==> config.mk <==
export PLATFORM = sky130hd
export DESIGN_NAME = modebit_frame_receiver
export DESIGN_NICKNAME = d
export VERILOG_FILES = /design/src/hw/rtl/mfr_pkg.sv /design/src/hw/rtl/mfr_cfg_regs.sv /design/src/hw/rtl/mfr_deframe.sv /design/src/hw/rtl/mfr_out_buf.sv /design/src/hw/rtl/modebit_frame_receiver.sv
export VERILOG_INCLUDE_DIRS = /design/src /design/src/hw/rtl
export SDC_FILE = /design/constraint.sdc
export NUM_CORES = 1
export LEC_CHECK = 0
export BUFFER_PORTS_ARGS = -buffer_cell sky130_fd_sc_hd__clkbuf_2
export CAP_MARGIN = 15
export CELL_PAD_IN_SITES_DETAIL_PLACEMENT = 2
export CELL_PAD_IN_SITES_GLOBAL_PLACEMENT = 2
export CORE_MARGIN = 5
export CORE_UTILIZATION = 42
export CTS_CLUSTER_DIAMETER = 80
export CTS_CLUSTER_SIZE = 25
export DETAILED_ROUTE_END_ITERATION = 16
export PLACE_DENSITY_LB_ADDON = 0.1
export SYNTH_ARGS = -nofsm -noshare
export SYNTH_HDL_FRONTEND = slang
export SYNTH_HIERARCHICAL = 1
export SYNTH_SLANG_ARGS = --single-unit
==> constraint.sdc <==
create_clock -name aclk -period 13.9 [get_ports aclk]
set_input_delay 2.78 -clock aclk [delete_from_list [all_inputs] [get_ports aclk]]
set_output_delay 2.78 -clock aclk [all_outputs]
set_load 0.02 [all_outputs]
==> src/hw/rtl/modebit_frame_receiver_macros.svh <==
// Assertion helpers shared by the receiver modules.
`ifndef MODEBIT_FRAME_RECEIVER_MACROS_SVH
`define MODEBIT_FRAME_RECEIVER_MACROS_SVH

// Same-cycle implication, checked outside reset.
`define MFR_ASSERT_NOW(label, ante, cons, msg) \
    label: assert property (@(posedge aclk) disable iff (!aresetn) (ante) |-> (cons)) \
        else $error(msg);

// Next-cycle implication, checked outside reset.
`define MFR_ASSERT_NEXT(label, ante, cons, msg) \
    label: assert property (@(posedge aclk) disable iff (!aresetn) (ante) |=> (cons)) \
        else $error(msg);

`endif

==> src/hw/rtl/mfr_pkg.sv <==
package mfr_pkg;

    localparam int ByteW   = 8;
    localparam int CountW  = 8;
    localparam int SetSize = 3;
    localparam int SetCntW = 2;

    typedef enum logic [1:0] {
        CFG_MARKER = 2'd0,
        CFG_ACK    = 2'd1,
        CFG_NAK    = 2'd2,
        CFG_RET    = 2'd3
    } mfr_cfg_idx_t;

    typedef enum logic [2:0] {
        ST_OK        = 3'd0,
        ST_ACK       = 3'd1,
        ST_NAK       = 3'd2,
        ST_RET       = 3'd3,
        ST_INVALID   = 3'd4,
        ST_BAD_SUM   = 3'd5,
        ST_UNKNOWN   = 3'd6
    } mfr_status_t;

    typedef enum logic {
        KIND_PAYLOAD = 1'b0,
        KIND_STATUS  = 1'b1
    } mfr_kind_t;

    typedef struct packed {
        logic [2*ByteW-1:0] marker;
        logic [ByteW-1:0]   ack;
        logic [ByteW-1:0]   nak;
        logic [ByteW-1:0]   ret;
    } mfr_cfg_t;

    typedef struct packed {
        mfr_kind_t          kind;
        logic [ByteW-1:0]   data;
        mfr_status_t        status;
        logic [CountW-1:0]  count;
    } mfr_item_t;

    typedef struct packed {
        logic [SetCntW-1:0]            n;
        mfr_item_t [SetSize-1:0]       item;
    } mfr_set_t;

endpackage

==> src/hw/rtl/mfr_cfg_regs.sv <==
module mfr_cfg_regs (
    input  logic              aclk,
    input  logic              aresetn,
    input  logic              cfg_valid,
    output logic              cfg_ready,
    input  logic [1:0]        cfg_index,
    input  logic [15:0]       cfg_data,
    output mfr_pkg::mfr_cfg_t cfg
);
    import mfr_pkg::*;

    mfr_cfg_t cfg_reg;
    mfr_cfg_t cfg_next;

    assign cfg_ready = 1'b1;
    assign cfg = cfg_reg;

    always_comb begin
        cfg_next = cfg_reg;
        if (cfg_valid) begin
            case (mfr_cfg_idx_t'(cfg_index))
                CFG_MARKER: cfg_next.marker = cfg_data;
                CFG_ACK:    cfg_next.ack    = cfg_data[ByteW-1:0];
                CFG_NAK:    cfg_next.nak    = cfg_data[ByteW-1:0];
                CFG_RET:    cfg_next.ret    = cfg_data[ByteW-1:0];
                default:    cfg_next = cfg_reg;
            endcase
        end
    end

    always_ff @(posedge aclk) begin
        if (!aresetn) begin
            cfg_reg.marker <= 16'hFF00;
            cfg_reg.ack    <= 8'h00;
            cfg_reg.nak    <= 8'hFF;
            cfg_reg.ret    <= 8'hAA;
        end else begin
            cfg_reg <= cfg_next;
        end
    end

endmodule

==> src/hw/rtl/mfr_deframe.sv <==
`include "modebit_frame_receiver_macros.svh"

module mfr_deframe #(
    parameter int MAX_FRAME_BYTES = 255
) (
    input  logic              aclk,
    input  logic              aresetn,
    input  mfr_pkg::mfr_cfg_t cfg,
    input  logic              s_tvalid,
    output logic              s_tready,
    input  logic [7:0]        s_byte,
    input  logic              s_end,
    input  logic              buf_free,
    output logic              load,
    output mfr_pkg::mfr_set_t set
);
    import mfr_pkg::*;

    localparam logic [CountW-1:0] MaxRaw = CountW'(MAX_FRAME_BYTES);

    logic              in_valid_reg;
    logic [ByteW-1:0]  in_byte_reg;
    logic              in_end_reg;

    logic [1:0]        esc_reg,  esc_next;
    logic              held_reg, held_next;
    logic [ByteW-1:0]  cand_reg, cand_next;
    logic              cand_v_reg, cand_v_next;
    logic [ByteW-1:0]  sum_reg,  sum_next;
    logic [CountW-1:0] raw_reg,  raw_next;
    logic [CountW-1:0] emit_reg, emit_next;
    logic              swm_reg,  swm_next;

    mfr_set_t set_next;

    assign load     = in_valid_reg && buf_free;
    assign s_tready = !in_valid_reg || load;
    assign set      = set_next;

    always_ff @(posedge aclk) begin
        if (!aresetn) begin
            in_valid_reg <= 1'b0;
        end else if (s_tready) begin
            in_valid_reg <= s_tvalid;
        end
    end

    always_ff @(posedge aclk) begin
        if (s_tready && s_tvalid) begin
            in_byte_reg <= s_byte;
            in_end_reg  <= s_end;
        end
    end

    always_comb begin
        logic [ByteW-1:0] hi;
        logic [ByteW-1:0] lo;
        logic [ByteW-1:0] b;
        logic             push_a;
        logic             push_b;
        logic [ByteW-1:0] pa;
        logic [ByteW-1:0] pb;
        mfr_status_t      st;
        logic [CountW-1:0] cnt;

        hi = cfg.marker[2*ByteW-1:ByteW];
        lo = cfg.marker[ByteW-1:0];
        b  = in_byte_reg;
        push_a = 1'b0;
        push_b = 1'b0;
        pa = b;
        pb = b;
        st  = ST_UNKNOWN;
        cnt = '0;

        esc_next    = esc_reg;
        held_next   = held_reg;
        cand_next   = cand_reg;
        cand_v_next = cand_v_reg;
        sum_next    = sum_reg;
        raw_next    = raw_reg;
        emit_next   = emit_reg;
        swm_next    = swm_reg;
        set_next    = '0;

        if (raw_reg >= MaxRaw) begin
            if (in_end_reg) begin
                set_next.item[0].kind   = KIND_STATUS;
                set_next.item[0].status = ST_UNKNOWN;
                set_next.n = 2'd1;
            end
        end else begin
            raw_next = raw_reg + 1'b1;
            if (raw_reg == '0) begin
                swm_next = (b == hi);
            end else if (raw_reg == CountW'(1)) begin
                swm_next = swm_reg && (b == lo);
            end

            if (esc_reg == 2'd1) begin
                push_a   = 1'b1;
                esc_next = 2'd0;
            end else if (held_reg) begin
                held_next = 1'b0;
                if (b == lo) begin
                    if (!in_end_reg) begin
                        esc_next = 2'd1;
                    end
                end else begin
                    push_a = 1'b1;
                    pa     = hi;
                    if (!in_end_reg && b == hi) begin
                        held_next = 1'b1;
                    end else begin
                        push_b = 1'b1;
                    end
                end
            end else if (!in_end_reg && b == hi) begin
                held_next = 1'b1;
            end else begin
                push_a = 1'b1;
            end

            if (push_a) begin
                if (cand_v_next) begin
                    set_next.item[set_next.n].data = cand_next;
                    set_next.n = set_next.n + 1'b1;
                    sum_next   = sum_next + cand_next;
                    if (emit_next != '1) begin
                        emit_next = emit_next + 1'b1;
                    end
                end
                cand_next   = pa;
                cand_v_next = 1'b1;
            end
            if (push_b) begin
                if (cand_v_next) begin
                    set_next.item[set_next.n].data = cand_next;
                    set_next.n = set_next.n + 1'b1;
                    sum_next   = sum_next + cand_next;
                    if (emit_next != '1) begin
                        emit_next = emit_next + 1'b1;
                    end
                end
                cand_next   = pb;
                cand_v_next = 1'b1;
            end

            if (in_end_reg) begin
                if (raw_next < CountW'(3)) begin
                    st = ST_UNKNOWN;
                end else if (raw_next == CountW'(3)) begin
                    if (!swm_next) begin
                        st = ST_UNKNOWN;
                    end else if (b == cfg.ack) begin
                        st = ST_ACK;
                    end else if (b == cfg.nak) begin
                        st = ST_NAK;
                    end else if (b == cfg.ret) begin
                        st = ST_RET;
                    end else begin
                        st = ST_INVALID;
                    end
                end else begin
                    st  = (cand_v_next && sum_next == cand_next) ? ST_OK : ST_BAD_SUM;
                    cnt = emit_next;
                end
                set_next.item[set_next.n].kind   = KIND_STATUS;
                set_next.item[set_next.n].status = st;
                set_next.item[set_next.n].count  = cnt;
                set_next.n = set_next.n + 1'b1;
            end
        end

        if (in_end_reg) begin
            esc_next    = 2'd0;
            held_next   = 1'b0;
            cand_next   = '0;
            cand_v_next = 1'b0;
            sum_next    = '0;
            raw_next    = '0;
            emit_next   = '0;
            swm_next    = 1'b0;
        end
    end

    always_ff @(posedge aclk) begin
        if (!aresetn) begin
            esc_reg    <= 2'd0;
            held_reg   <= 1'b0;
            cand_reg   <= '0;
            cand_v_reg <= 1'b0;
            sum_reg    <= '0;
            raw_reg    <= '0;
            emit_reg   <= '0;
            swm_reg    <= 1'b0;
        end else if (load) begin
            esc_reg    <= esc_next;
            held_reg   <= held_next;
            cand_reg   <= cand_next;
            cand_v_reg <= cand_v_next;
            sum_reg    <= sum_next;
            raw_reg    <= raw_next;
            emit_reg   <= emit_next;
            swm_reg    <= swm_next;
        end
    end

    `MFR_ASSERT_NEXT(a_end_clears, load && in_end_reg, raw_reg == '0 && !held_reg && esc_reg == 2'd0 && !cand_v_reg, "frame state not cleared after frame end")
    `MFR_ASSERT_NOW(a_held_or_escape, 1'b1, !(held_reg && esc_reg != 2'd0), "held marker byte and escape phase both set")

endmodule

==> src/hw/rtl/mfr_out_buf.sv <==
`include "modebit_frame_receiver_macros.svh"

module mfr_out_buf (
    input  logic              aclk,
    input  logic              aresetn,
    input  logic              load,
    input  mfr_pkg::mfr_set_t set,
    output logic              buf_free,
    output logic              m_tvalid,
    input  logic              m_tready,
    output logic [23:0]       m_tdata,
    output logic              m_tuser,
    output logic              m_tlast
);
    import mfr_pkg::*;

    mfr_item_t [SetSize-1:0] items_reg;
    logic [SetCntW-1:0]      cnt_reg;
    logic [SetCntW-1:0]      ptr_reg;
    mfr_item_t               head;

    assign head     = items_reg[ptr_reg];
    assign m_tvalid = (cnt_reg != '0);
    assign m_tlast  = (cnt_reg == SetCntW'(1));
    assign m_tuser  = head.kind;
    assign m_tdata  = {5'd0, head.count, head.status, head.data};
    assign buf_free = (cnt_reg == '0) || (cnt_reg == SetCntW'(1) && m_tready);

    always_ff @(posedge aclk) begin
        if (!aresetn) begin
            cnt_reg <= '0;
            ptr_reg <= '0;
        end else if (load) begin
            cnt_reg <= set.n;
            ptr_reg <= '0;
        end else if (m_tvalid && m_tready) begin
            cnt_reg <= cnt_reg - 1'b1;
            ptr_reg <= ptr_reg + 1'b1;
        end
    end

    always_ff @(posedge aclk) begin
        if (load) begin
            items_reg <= set.item;
        end
    end

    `MFR_ASSERT_NOW(a_ptr_in_range, 1'b1, ({1'b0, cnt_reg} + {1'b0, ptr_reg}) <= 3'd3, "result set pointer ran past its entries")
    `MFR_ASSERT_NOW(a_status_last, m_tvalid && head.kind == KIND_STATUS, cnt_reg == SetCntW'(1), "status word is not the last of its set")

endmodule

==> src/hw/rtl/modebit_frame_receiver.sv <==
// Channel  Direction  Width   Contents
// s_       in         8+1     tdata: rx_byte[7:0]; tlast: frame_end
// m_       out        24+1+1  tdata: payload_byte, frame_status, payload_count;
//                             tuser: item_kind; tlast: last_of_run
// cfg_     in         2+16    cfg_index selects the register, cfg_data the value
// One byte is taken per cycle when the output keeps up; it is registered in the input register
// and its results in the result buffer, one word per cycle on the m_ side while m_tready is high.
// A byte that gives two or three words holds the input until the result buffer, which drains
// one word per cycle while m_tready is high, is down to its last word and m_tready is high.
// Reset is synchronous on aresetn low and clears the frame state and the buffer.
// A stall on m_tready stops the buffer and then the input register.
module modebit_frame_receiver #(
    parameter int MAX_FRAME_BYTES = 255
) (
    input  logic        aclk,
    input  logic        aresetn,
    input  logic        s_tvalid,
    output logic        s_tready,
    input  logic [7:0]  s_tdata,   // rx_byte[7:0]
    input  logic        s_tlast,
    output logic        m_tvalid,
    input  logic        m_tready,
    output logic [23:0] m_tdata,   // payload_byte[7:0], frame_status[10:8], payload_count[18:11]
    output logic        m_tuser,   // item_kind[0]
    output logic        m_tlast,
    input  logic        cfg_valid,
    output logic        cfg_ready,
    input  logic [1:0]  cfg_index,
    input  logic [15:0] cfg_data
);
    import mfr_pkg::*;

    mfr_cfg_t cfg;
    mfr_set_t set;
    logic     load;
    logic     buf_free;

    mfr_cfg_regs u_cfg (
        .aclk      (aclk),
        .aresetn   (aresetn),
        .cfg_valid (cfg_valid),
        .cfg_ready (cfg_ready),
        .cfg_index (cfg_index),
        .cfg_data  (cfg_data),
        .cfg       (cfg)
    );

    mfr_deframe #(
        .MAX_FRAME_BYTES (MAX_FRAME_BYTES)
    ) u_deframe (
        .aclk     (aclk),
        .aresetn  (aresetn),
        .cfg      (cfg),
        .s_tvalid (s_tvalid),
        .s_tready (s_tready),
        .s_byte   (s_tdata),
        .s_end    (s_tlast),
        .buf_free (buf_free),
        .load     (load),
        .set      (set)
    );

    mfr_out_buf u_out (
        .aclk     (aclk),
        .aresetn  (aresetn),
        .load     (load),
        .set      (set),
        .buf_free (buf_free),
        .m_tvalid (m_tvalid),
        .m_tready (m_tready),
        .m_tdata  (m_tdata),
        .m_tuser  (m_tuser),
        .m_tlast  (m_tlast)
    );

endmodule
==> results of run 1 <==
==> per-stage QoR <==
| step | utilization [%] | setup slack, ps | cells | hold WS [ps] |
|---|---|---|---|---|
| after detailed placement | 44.0 | 7600 | 1287 | 472 |
| after CTS | 46.7 | 7590 | 1319 | 484 |
| after global placement | 44.0 | 7600 | 1287 | 456 |
| final | 46.7 | 7600 | 1319 | 481 |
| after global routing | 46.7 | 7530 | 1319 | 499 |
| after floorplan | - | 7990 | 1012 | 446 |
==> synthesized netlist by cell type (12+ instances only) <==
cell | count | share of area, %
nor2_1 | 100 | 4.0
nand2_1 | 98 | 4.0
dfxtp_1 | 81 | 17
edfxtp_1 | 69 | 22
mux2i_1 | 59 | 6.4
inv_1 | 45 | 1.8
a21oi_1 | 37 | 2.0
xnor2_1 | 36 | 3.4
xor2_1 | 35 | 3.3
o21ai_0 | 34 | 1.8
ha_1 | 28 | 3.8
nor2b_1 | 28 | 1.9
clkbuf_1 | 27 | 1.1
nand3_1 | 26 | 1.4
o21ai_1 | 22 | 1.2
buf_4 | 20 | 1.6
nor3_1 | 20 | 1.1
o211ai_1 | 16 | 1.3
buf_2 | 13 | 0.70
a211oi_1 | 12 | 0.97
and2_1 | 12 | 0.81
==> critical path: cells and delay by family <==
family,cells,cell delay (ps)
buf+inv,2,300
simple gates,3,430
==> kinds of logic (layout without fill, tap and decap cells) <==
kind of cell	after synthesis	count (layout)
XOR/XNOR	71	71
flip-flops	150	150
adder cells (fa/ha/maj)	30	30
multiplexers	64	64
AO/OA/AOI/OAI	197	197
buffers and inverters	118	145
other	3	14
AND/OR/NAND/NOR	368	368
==> cell type report <==
cell class / instances / area, sq um / share of cell area [%]
multi-input combinational: 744 / 5000 / 49.3
sequential: 150 / 3690 / 36.4
clock buffer: 20 / 459 / 4.52
timing repair buffer: 65 / 353 / 3.48
tap: 280 / 350 / 3.45
inverter: 48 / 180 / 1.77
clock inverter: 12 / 113 / 1.11
==> report_power, final <==
| group | total, mW | switching, mW | internal (mW) |
|---|---|---|---|
| logic | 0.184 | 0.120 | 0.0641 |
| registers | 0.516 | 0.0244 | 0.492 |
| clock network | 0.470 | 0.209 | 0.261 |
==> layer usage <==
metal / share of wire (%) / routed length (um) / track usage [%]
met1: 44 / 13100 / 30.3
met2: 51 / 15100 / 43.8
met3: 3.2 / 964 / 3.45
met4: 2.6 / 767 / 8.49
met5: 0 / 0 / 0
==> final timing paths <==
| kind | to | slack, ps | cells past startpoint |
|---|---|---|---|
| setup / recovery | s_tready | 7600 | 5 |
| hold / removal | u_cfg/cfg[27]$_SDFFE_PN0P_ | 480 | 2 |
| hold reg to reg | u_cfg/cfg[27]$_SDFFE_PN0P_ | 480 | 2 |
| setup reg to reg | u_out/items_reg[8]$_DFFE_PP_ | 8000 | 19 |
==> results_dict.tcl, run 1 <==
set metrics [dict create \
    leakagePower_nw 4.01 \
    vdd_drop_max_v 0.0000737 \
    fmax_ghz 0.159 \
    power_density_nw_per_um2 115 \
    tightest_slew_ps 990 \
    grt_pass1_vias 8280 \
    synth_cell_types 85 \
    fin_crit_ps 6300 \
    firstDrtPassIters 4 \
    die_x_um 159 \
    grt_usage_pct 24.5 \
    grt_pass1_wl_um 47000 \
    crit_path_end_kind "primary output" \
    initial_core_util_pct 42.6 \
    grt_setup_unrepaired "no" \
    n_fill_cell 2382 \
    maxSlewViolCount 0 \
    crit_fanout 4 \
    final.setup.tns_ps 0 \
    async_reset_ff_share_pct 0 \
    clk_latency_ps 440 \
    hpwl_um 21300 \
    layout_common_cells "nor2_1 (100), nand2_1 (98), dfxtp_1 (81)" \
    synthFlopType "dfxtp_1" \
    synth_cells 1001 \
    die-area_sq_um 25100 \
    io_buffers 54 \
    setup-violations-final 0 \
    critPathKind "input pin to primary output" \
    synth-edff-count 69 \
    core_area_sq_um 21800 \
    hold_buffers 0 \
    cp_data_arrival_time_ps 3520 \
    overflow 0 \
    largest_reg_flops 60 \
    cts-buffers-inserted 17 \
    power_mw 1.17 \
    grt_antenna_before_repair 0 \
    synthAdderAreaFrac_pct 4.21 \
    grt_max_degree 65 \
    cp_cell_sequence "clkbuf_2, nand2_1, nand2_1, nand2b_1, clkbuf_2" \
    nets 1088 \
    synth_top_family_by_area "simple AND/OR/NAND/NOR gates" \
    cp_slowest_cell "nand2_1" \
    crit_start "m_tready" \
    final_area_sq_um 10200 \
    root_buffer "clkbuf_16" \
    die_y_um 159 \
    synth-xor-area-share_pct 6.71 \
    run_status "completed" \
    r2r_start "u_deframe/in_byte_reg[0]$_DFFE_PP_" \
    clock_sinks 150 \
    cts_tree "done" \
    slowest_delay_ps 190 \
    drt-initial-drc-count 266 \
    post-route-period-util_pct 45.3 \
    yosys.area_share.simple_pct 20.6 \
    min-delay-start "u_cfg/cfg[27]$_SDFFE_PN0P_" \
    syn_to_final_growth_pct 9.50 \
    num_rows 54 \
    syn_avg_cell_area_sq_um 9.26 \
    globalplace.congestion 0.854 \
    hold_path.class "flip-flop to flip-flop" \
    synth.area.mux_share_pct 6.98 \
    drive_gt1_share_pct 13.1 \
    avgViaCountPerCell 5.72 \
    cts_resized 0 \
    cts_buffer_depth 2 \
    via_count 7551 \
    cts.reportedPaths.clkPinSlew_ps 70 \
    diodes 0 \
    routedWlPerCell_um 22.7 \
    synth_seq_area_share_pct 39.8 \
    post-route-drc-count 0 \
    crit_required_ps 11120 \
    relSlewSlack_pct 33.8 \
    placed_area_sq_um 9580 \
    max_cap_violations 0 \
    hold_viol 0 \
    final_common_cell "nor2_1" \
    ctsHtreeMaxLevel 4 \
    post_cts_buffers 0 \
    worst_clock_skew_ps 10.3 \
    critPathLaunchType "input pin" \
    synth_seq_cells 150 \
    yosysWarnings 6 \
    ant_nets 0 \
    synth_compound_area_share_pct 14.7 \
    syn_area_sq_um 9270 \
    drt-total-wl_um 30000 \
    ios 61 \
]
Note: power is estimated with default switching activity, not from simulation.
==> run 2, diff against run 1 <==
- CORE_UTILIZATION: 42 -> 35
- clock period: 13.9 -> 5.5 ns (I/O delays scaled with it)
==> run 2 against run 1 <==
Die area increased by 19%. Cell area increased by 2.0%. Via count decreased by 0.69%. Worst setup slack got worse by 7300 ps. First-iteration DRC count increased by 27%. Flip-flop and latch count unchanged. Register-to-register slack got worse by 7700 ps. Cell count increased by 5.4%. Worst hold slack got worse by 3.5 ps. Largest power group unchanged.
==> results_dict.tcl, run 2 (synthesis gave the netlist of run 1 again) <==
set metrics [dict create \
    avgViaCountPerCell 5.39 \
    initial_core_util_pct 35.6 \
    die_y_um 173 \
    die-area_sq_um 29800 \
    grt_pass1_wl_um 47000 \
    syn_to_final_growth_pct 11.7 \
    r2r_start "u_deframe/in_byte_reg[5]$_DFFE_PP_" \
    fmax_ghz 0.193 \
    cts-buffers-inserted 17 \
    switching_share_pct 31.4 \
    whs_endpoint "u_cfg/cfg[26]$_SDFFE_PN0P_" \
    grt_max_degree 64 \
    post-route-period-util_pct 94.0 \
    n_fill_cell 2930 \
    grt-busiest-layer "met2" \
    setup-violations-final 0 \
    crit_fanout 13 \
    place_ws_ps 402 \
    firstDrtPassIters 5 \
    grt_usage_pct 19.8 \
    cp_cell_sequence "xor2_1, or4_4, nor3_4, nor2_1, buf_4, o22ai_2, inv_1, ha_1, a21o_1, a21oi_1, o21ai_0, or4_1, a21o_1, mux2i_1, xnor2_1, xnor2_1, o31ai_2, nor2_1" \
    hold_buffers 0 \
    critPathLaunchType "flip-flop" \
    whs_ps 478 \
    grt_antenna_before_repair 0 \
    largest_reg_flops 60 \
    critPathKind "flip-flop to flip-flop" \
    reg2reg_slack_ps 330 \
    ctsHtreeMaxLevel 4 \
    hold_viol 0 \
    clk_latency_ps 440 \
    power_density_nw_per_um2 284 \
    power_mw 2.94 \
    grt_use_met2_pct 34.9 \
    met3_usage_pct 2.40 \
    hold_path.class "flip-flop to flip-flop" \
    core_area_sq_um 26100 \
    post-route-drc-count 0 \
    final.setup.tns_ps 0 \
    drt-initial-drc-count 339 \
    r2r_end "u_out/items_reg[8]$_DFFE_PP_" \
    io_buffers 54 \
    clock_sinks 150 \
    min_path_cells 2 \
    post_cts_buffers 0 \
    ios 61 \
    fin_crit_ps 5170 \
    cts_buffer_depth 2 \
    cp_slowest_cell "or4_4" \
    crit_path_end_kind "flip-flop" \
    tightest_slew_ps 988 \
    crit_required_ps 5670 \
    die_x_um 173 \
    relSlewSlack_pct 34.1 \
    globalplace.congestion 0.886 \
    via_count 7499 \
    max_cap_violations 0 \
    run_status "completed" \
    nets 1104 \
    p_int_mw 2.02 \
    num_rows 59 \
    leakagePower_nw 4.07 \
    ant_nets 0 \
    place_inst 1358 \
    cts.reportedPaths.clkPinSlew_ps 70 \
    clockPowerShare_pct 39.7 \
    drt-total-wl_um 29800 \
    r2r_cells 18 \
    min-delay-start "u_cfg/cfg[26]$_SDFFE_PN0P_" \
    final_common_cell "nor2_1" \
    diodes 0 \
    layout_common_cells "nor2_1 (100), nand2_1 (98), dfxtp_1 (81)" \
    cts_resized 0 \
    globalRouteMet1Util_pct 25.7 \
    maxSlewViolCount 0 \
    grt_pass1_vias 8054 \
    cp_data_arrival_time_ps 5350 \
    fin_cells 1390 \
    p_switching_mw 0.925 \
    overflow 0 \
    hpwl_um 22300 \
    vdd_drop_max_v 0.000180 \
    routedWlPerCell_um 21.4 \
    root_buffer "clkbuf_16" \
    drive_gt1_share_pct 14.4 \
    grt_setup_unrepaired "no" \
    worst_clock_skew_ps 16.0 \
    cts_tree "done" \
    worst_slack_ps 328 \
    slowest_delay_ps 600 \
    seq_power_share_pct 43.6 \
    p_comb_share_pct 16.7 \
]
run 2: cell count changes in the layout (fill, tap and decap cells not counted), moves of 2 or more:
| cell | delta |
|---|---|
| clkinvlp_4 | +4 |
| clkinv_4 | -2 |
| buf_4 | +16 |
| inv_4 | -4 |
| inv_8 | +4 |
| clkinv_8 | +3 |
run 2: layout make-up:
cell class | instances | area, sq um | share of cell area, %
multi-input combinational | 744 | 5000 | 48.3
tap | 335 | 419 | 4.05
clock inverter | 15 | 159 | 1.53
inverter | 48 | 180 | 1.74
clock buffer | 17 | 425 | 4.11
timing repair buffer | 81 | 473 | 4.57
sequential | 150 | 3690 | 35.7
run 2: how the worst max path moves through the flow:
| stage | start | end | slack, ps | cells after the start |
|---|---|---|---|---|
| after global placement | u_deframe/in_byte_reg[5]$_DFFE_PP_ | u_out/items_reg[48]$_DFFE_PP_ | 620 | 18 |
| after floorplan | u_deframe/in_byte_reg[5]$_DFFE_PP_ | u_out/items_reg[10]$_DFFE_PP_ | 870 | 21 |
| after detailed placement | u_deframe/in_byte_reg[5]$_DFFE_PP_ | u_out/items_reg[28]$_DFFE_PP_ | 400 | 18 |
| final | u_deframe/in_byte_reg[5]$_DFFE_PP_ | u_out/items_reg[8]$_DFFE_PP_ | 330 | 18 |
| after CTS | u_deframe/in_byte_reg[5]$_DFFE_PP_ | u_out/items_reg[28]$_DFFE_PP_ | 360 | 18 |
| after global routing | u_deframe/in_byte_reg[0]$_DFFE_PP_ | u_out/items_reg[28]$_DFFE_PP_ | 20 | 18 |
run 2: per-layer routing:
layer / part of all wire (%) / up-vias
met5: 0 / -
met4: 1.6 / 0
met3: 2.1 / 25
met2: 50 / 103
met1: 46 / 3766
li1: - / 3605
run 2: metrics by stage:
stage | util, % | area, sq um
floorplan | - | 9310
global placement | 37.5 | 9770
detailed placement | 37.5 | 9770
CTS | 39.7 | 10400
global route | 39.7 | 10400
finish | 39.7 | 10400
run 2: worst max-delay path, delay by kind of cell (launching register included):
kind | cells | cell delay (ps)
buffers and inverters | 2 | 350
AO/OA/AOI/OAI | 6 | 1440
multiplexers | 1 | 200
AND/OR/NAND/NOR | 5 | 1630
adder cells (fa/ha/maj) | 1 | 290
flip-flops | 1 | 400
XOR/XNOR | 3 | 600
run 2: power groups by stage:
stage	sequential, mW	combinational, mW	clock, mW
floorplan	1.29	0.364	0
global placement	1.30	0.489	0
detailed placement	1.31	0.496	0
CTS	1.28	0.500	1.20
global route	1.29	0.538	1.26
finish	1.28	0.492	1.17
==> run 3, diff against run 2 <==
- CORE_UTILIZATION: 35 -> 34
- GPL_ROUTABILITY_DRIVEN: default -> 0
- RECOVER_POWER: default -> 50
- SYNTH_HIERARCHICAL: 1 -> default
==> run 3 against run 2 <==
The run now ends with max-capacitance violations, max-slew violations left. Clock-buffer cell count unchanged. Sequential share of layout area down 0.57 points. Non-clock buffer count down 2. First-iteration DRC count up 2.7%. Largest power group unchanged.
==> results_dict.tcl, run 3 <==
set metrics [dict create \
    synth_seq_cells 142 \
    grt_pass1_wl_um 44400 \
    synth_cells 984 \
    layout_common_cells "nand2_1 (134), nor2_1 (97), dfxtp_1 (81)" \
    yosysWarnings 0 \
    die_y_um 169 \
    leakagePower_nw 3.69 \
    r2r_end "u_out.items_reg[8]$_SDFFCE_PP0P_" \
    syn_area_sq_um 8620 \
    critPathLaunchType "flip-flop" \
    seqCellArea_sq_um 3450 \
    maxSlewViolCount 143 \
    core_area_sq_um 25100 \
    post-route-period-util_pct 91.3 \
    firstDrtPassIters 4 \
    multiInputGateArea_sq_um 4790 \
    routedWlPerCell_um 20.5 \
    run_status "finished with violations" \
    nets 1089 \
    ant_nets 0 \
    crit_required_ps 5680 \
    post-route-drc-count 0 \
    min-delay-start "u_cfg.cfg[3]$_SDFFE_PN1P_" \
    drive_gt1_share_pct 12.6 \
    clk_latency_ps 440 \
    overflow 0 \
    grt_setup_unrepaired "no" \
    synth-edff-count 61 \
    io_buffers 54 \
    hpwl_um 20800 \
    wl_met3_um 647 \
    wl_met2_um 13900 \
    avgViaCountPerCell 5.32 \
    root_buffer "clkbuf_16" \
    max_cap_violations 3 \
    highest-signal-layer "met4" \
    worst_clock_skew_ps 14.9 \
    fmax_ghz 0.199 \
    whs_ps 488 \
    async_reset_ff_share_pct 0 \
    die-area_sq_um 28700 \
    grt_max_degree 56 \
    drt-initial-drc-count 348 \
    syn_avg_cell_area_sq_um 8.76 \
    reg2reg_slack_ps 480 \
    ctsHtreeMaxLevel 4 \
    synth_seq_area_share_pct 40.0 \
    cts_tree "done" \
    grt_antenna_before_repair 0 \
    grt_usage_pct 19.9 \
    yosysTopAreaCell "edfxtp_1" \
    tightest_slew_ps 2890 \
    drt-total-wl_um 28100 \
    power_density_nw_per_um2 308 \
    grt_pass1_vias 7792 \
    largest_reg_flops 52 \
    initial_core_util_pct 34.3 \
    cts.reportedPaths.clkPinSlew_ps 70 \
    cts-buffers-inserted 17 \
    num_rows 58 \
    diodes 0 \
    via_count 7292 \
    hold_viol 0 \
    synthTopCellsByCount "nand2_1 (134), nor2_1 (98), dfxtp_1 (81)" \
    hold_path.class "flip-flop to flip-flop" \
    r2r_cells 16 \
    synth_cell_types 73 \
    cts_buffer_depth 2 \
    netlist_top_cells_area "edfxtp_1 (21%), dfxtp_1 (19%), nand2_1 (5.8%), mux2i_1 (4.6%), xnor2_1 (4.5%)" \
    yosysTopAreaCellShare_pct 21.2 \
    vdd_drop_max_v 0.000185 \
    n_fill_cell 2882 \
    drt-met1-wl_um 13000 \
    clock_sinks 142 \
    die_x_um 169 \
    final.setup.tns_ps 0 \
    final_common_cell "nand2_1" \
    fin_crit_ps 5020 \
    cp_data_arrival_time_ps 5200 \
    syn_to_final_growth_pct 14.1 \
    critPathKind "flip-flop to flip-flop" \
    min_path_cells 2 \
    violations "max-capacitance violations, max-slew violations" \
    r2r_start "u_deframe.in_byte_reg[6]$_DFFE_PP_" \
    crit_start "u_deframe.in_byte_reg[6]$_DFFE_PP_" \
    relSlewSlack_pct -92.5 \
    whs_endpoint "u_cfg.cfg[3]$_SDFFE_PN1P_" \
    yosysMostFrequentCell "nand2_1" \
    setup-violations-final 0 \
    crit_path_end_kind "flip-flop" \
    synthFlopType "dfxtp_1" \
    crit_fanout 7 \
    hold_buffers 0 \
    ios 61 \
]
## run 3: cell count changes after synthesis, moves of 9 or more
cell and change:
nand2_1 +36, o211ai_1 -13, clkbuf_1 +9, a211oi_1 -11, o21ai_1 -20, mux2i_1 -19
o21ai_0 +20, buf_4 -10, a21boi_0 +14, nand3_1 +17
## run 3: layer usage
metal | track usage (%) | vias up
met5 | 0 | -
met4 | 5.60 | 0
met3 | 3.05 | 28
met2 | 34.8 | 102
met1 | 25.6 | 3637
li1 | - | 3525
## run 3: critical path, cell delays in order, from the launching register on
cell      delay [ps]
edfxtp_1         560
xor2_1           240
nor4_4           410
nand3_1          250
nand3_1          340
mux2_2           390
inv_1             60
ha_1             240
a21oi_1          220
o21ai_0          160
o41ai_1          420
xnor2_1          170
nand2_1           80
xnor2_1          310
xor3_1           430
nor4b_2          360
nor3_1           110
## run 3: through the flow
stage | instances | setup slack [ps] | area [sq um] | total power [mW] | util, %
2_1_floorplan | 988 | 941 | 8640 | 1.67 | -
3_3_place_gp | 1332 | 552 | 9200 | 1.86 | 36.6
3_5_place_dp | 1332 | 366 | 9200 | 1.87 | 36.6
4_1_cts | 1364 | 288 | 9800 | 3.07 | 39.0
5_1_grt | 1371 | 29.2 | 9840 | 3.17 | 39.2
6_report | 1371 | 479 | 9840 | 3.03 | 39.2
## run 3: cells by family after synthesis
logic type	Yosys count	share of synthesized area, %
AO/OA/AOI/OAI	183	14.1
XOR/XNOR	74	7.69
adder cells (fa/ha/maj)	29	4.38
buffers and inverters	95	4.77
flip-flops	142	40.0
multiplexers	49	5.95
other	2	0.0871
AND/OR/NAND/NOR	410	23.0
## run 3: worst max-delay path by stage
stage	to
2_1_floorplan	u_out.items_reg[28]$_SDFFCE_PP0P_
6_report	u_out.items_reg[8]$_SDFFCE_PP0P_
3_3_place_gp	u_out.items_reg[10]$_DFFE_PP_
4_1_cts	u_out.items_reg[8]$_SDFFCE_PP0P_
5_1_grt	u_out.items_reg[8]$_SDFFCE_PP0P_
3_5_place_dp	u_out.items_reg[28]$_SDFFCE_PP0P_
## run 3: final cells by class
| cell class | count | share of cell area (%) |
|---|---|---|
| Clock buffer | 17 | 4.32 |
| Clock inverter | 15 | 1.74 |
| Inverter | 37 | 1.41 |
| Multi-Input combinational cell | 751 | 48.7 |
| Sequential cell | 142 | 35.1 |
| Tap cell | 330 | 4.20 |
| Timing Repair Buffer | 79 | 4.50 |
## run 3: repair_timing
action                     CTS  global route
resized for setup            0             2
buffers inserted             0             6
setup endpoints to repair    0             6
## run 3: where the power goes
| part | switching [mW] | internal, mW |
|---|---|---|
| Sequential | 0.0578 | 1.20 |
| Combinational | 0.387 | 0.205 |
| Clock | 0.568 | 0.611 |
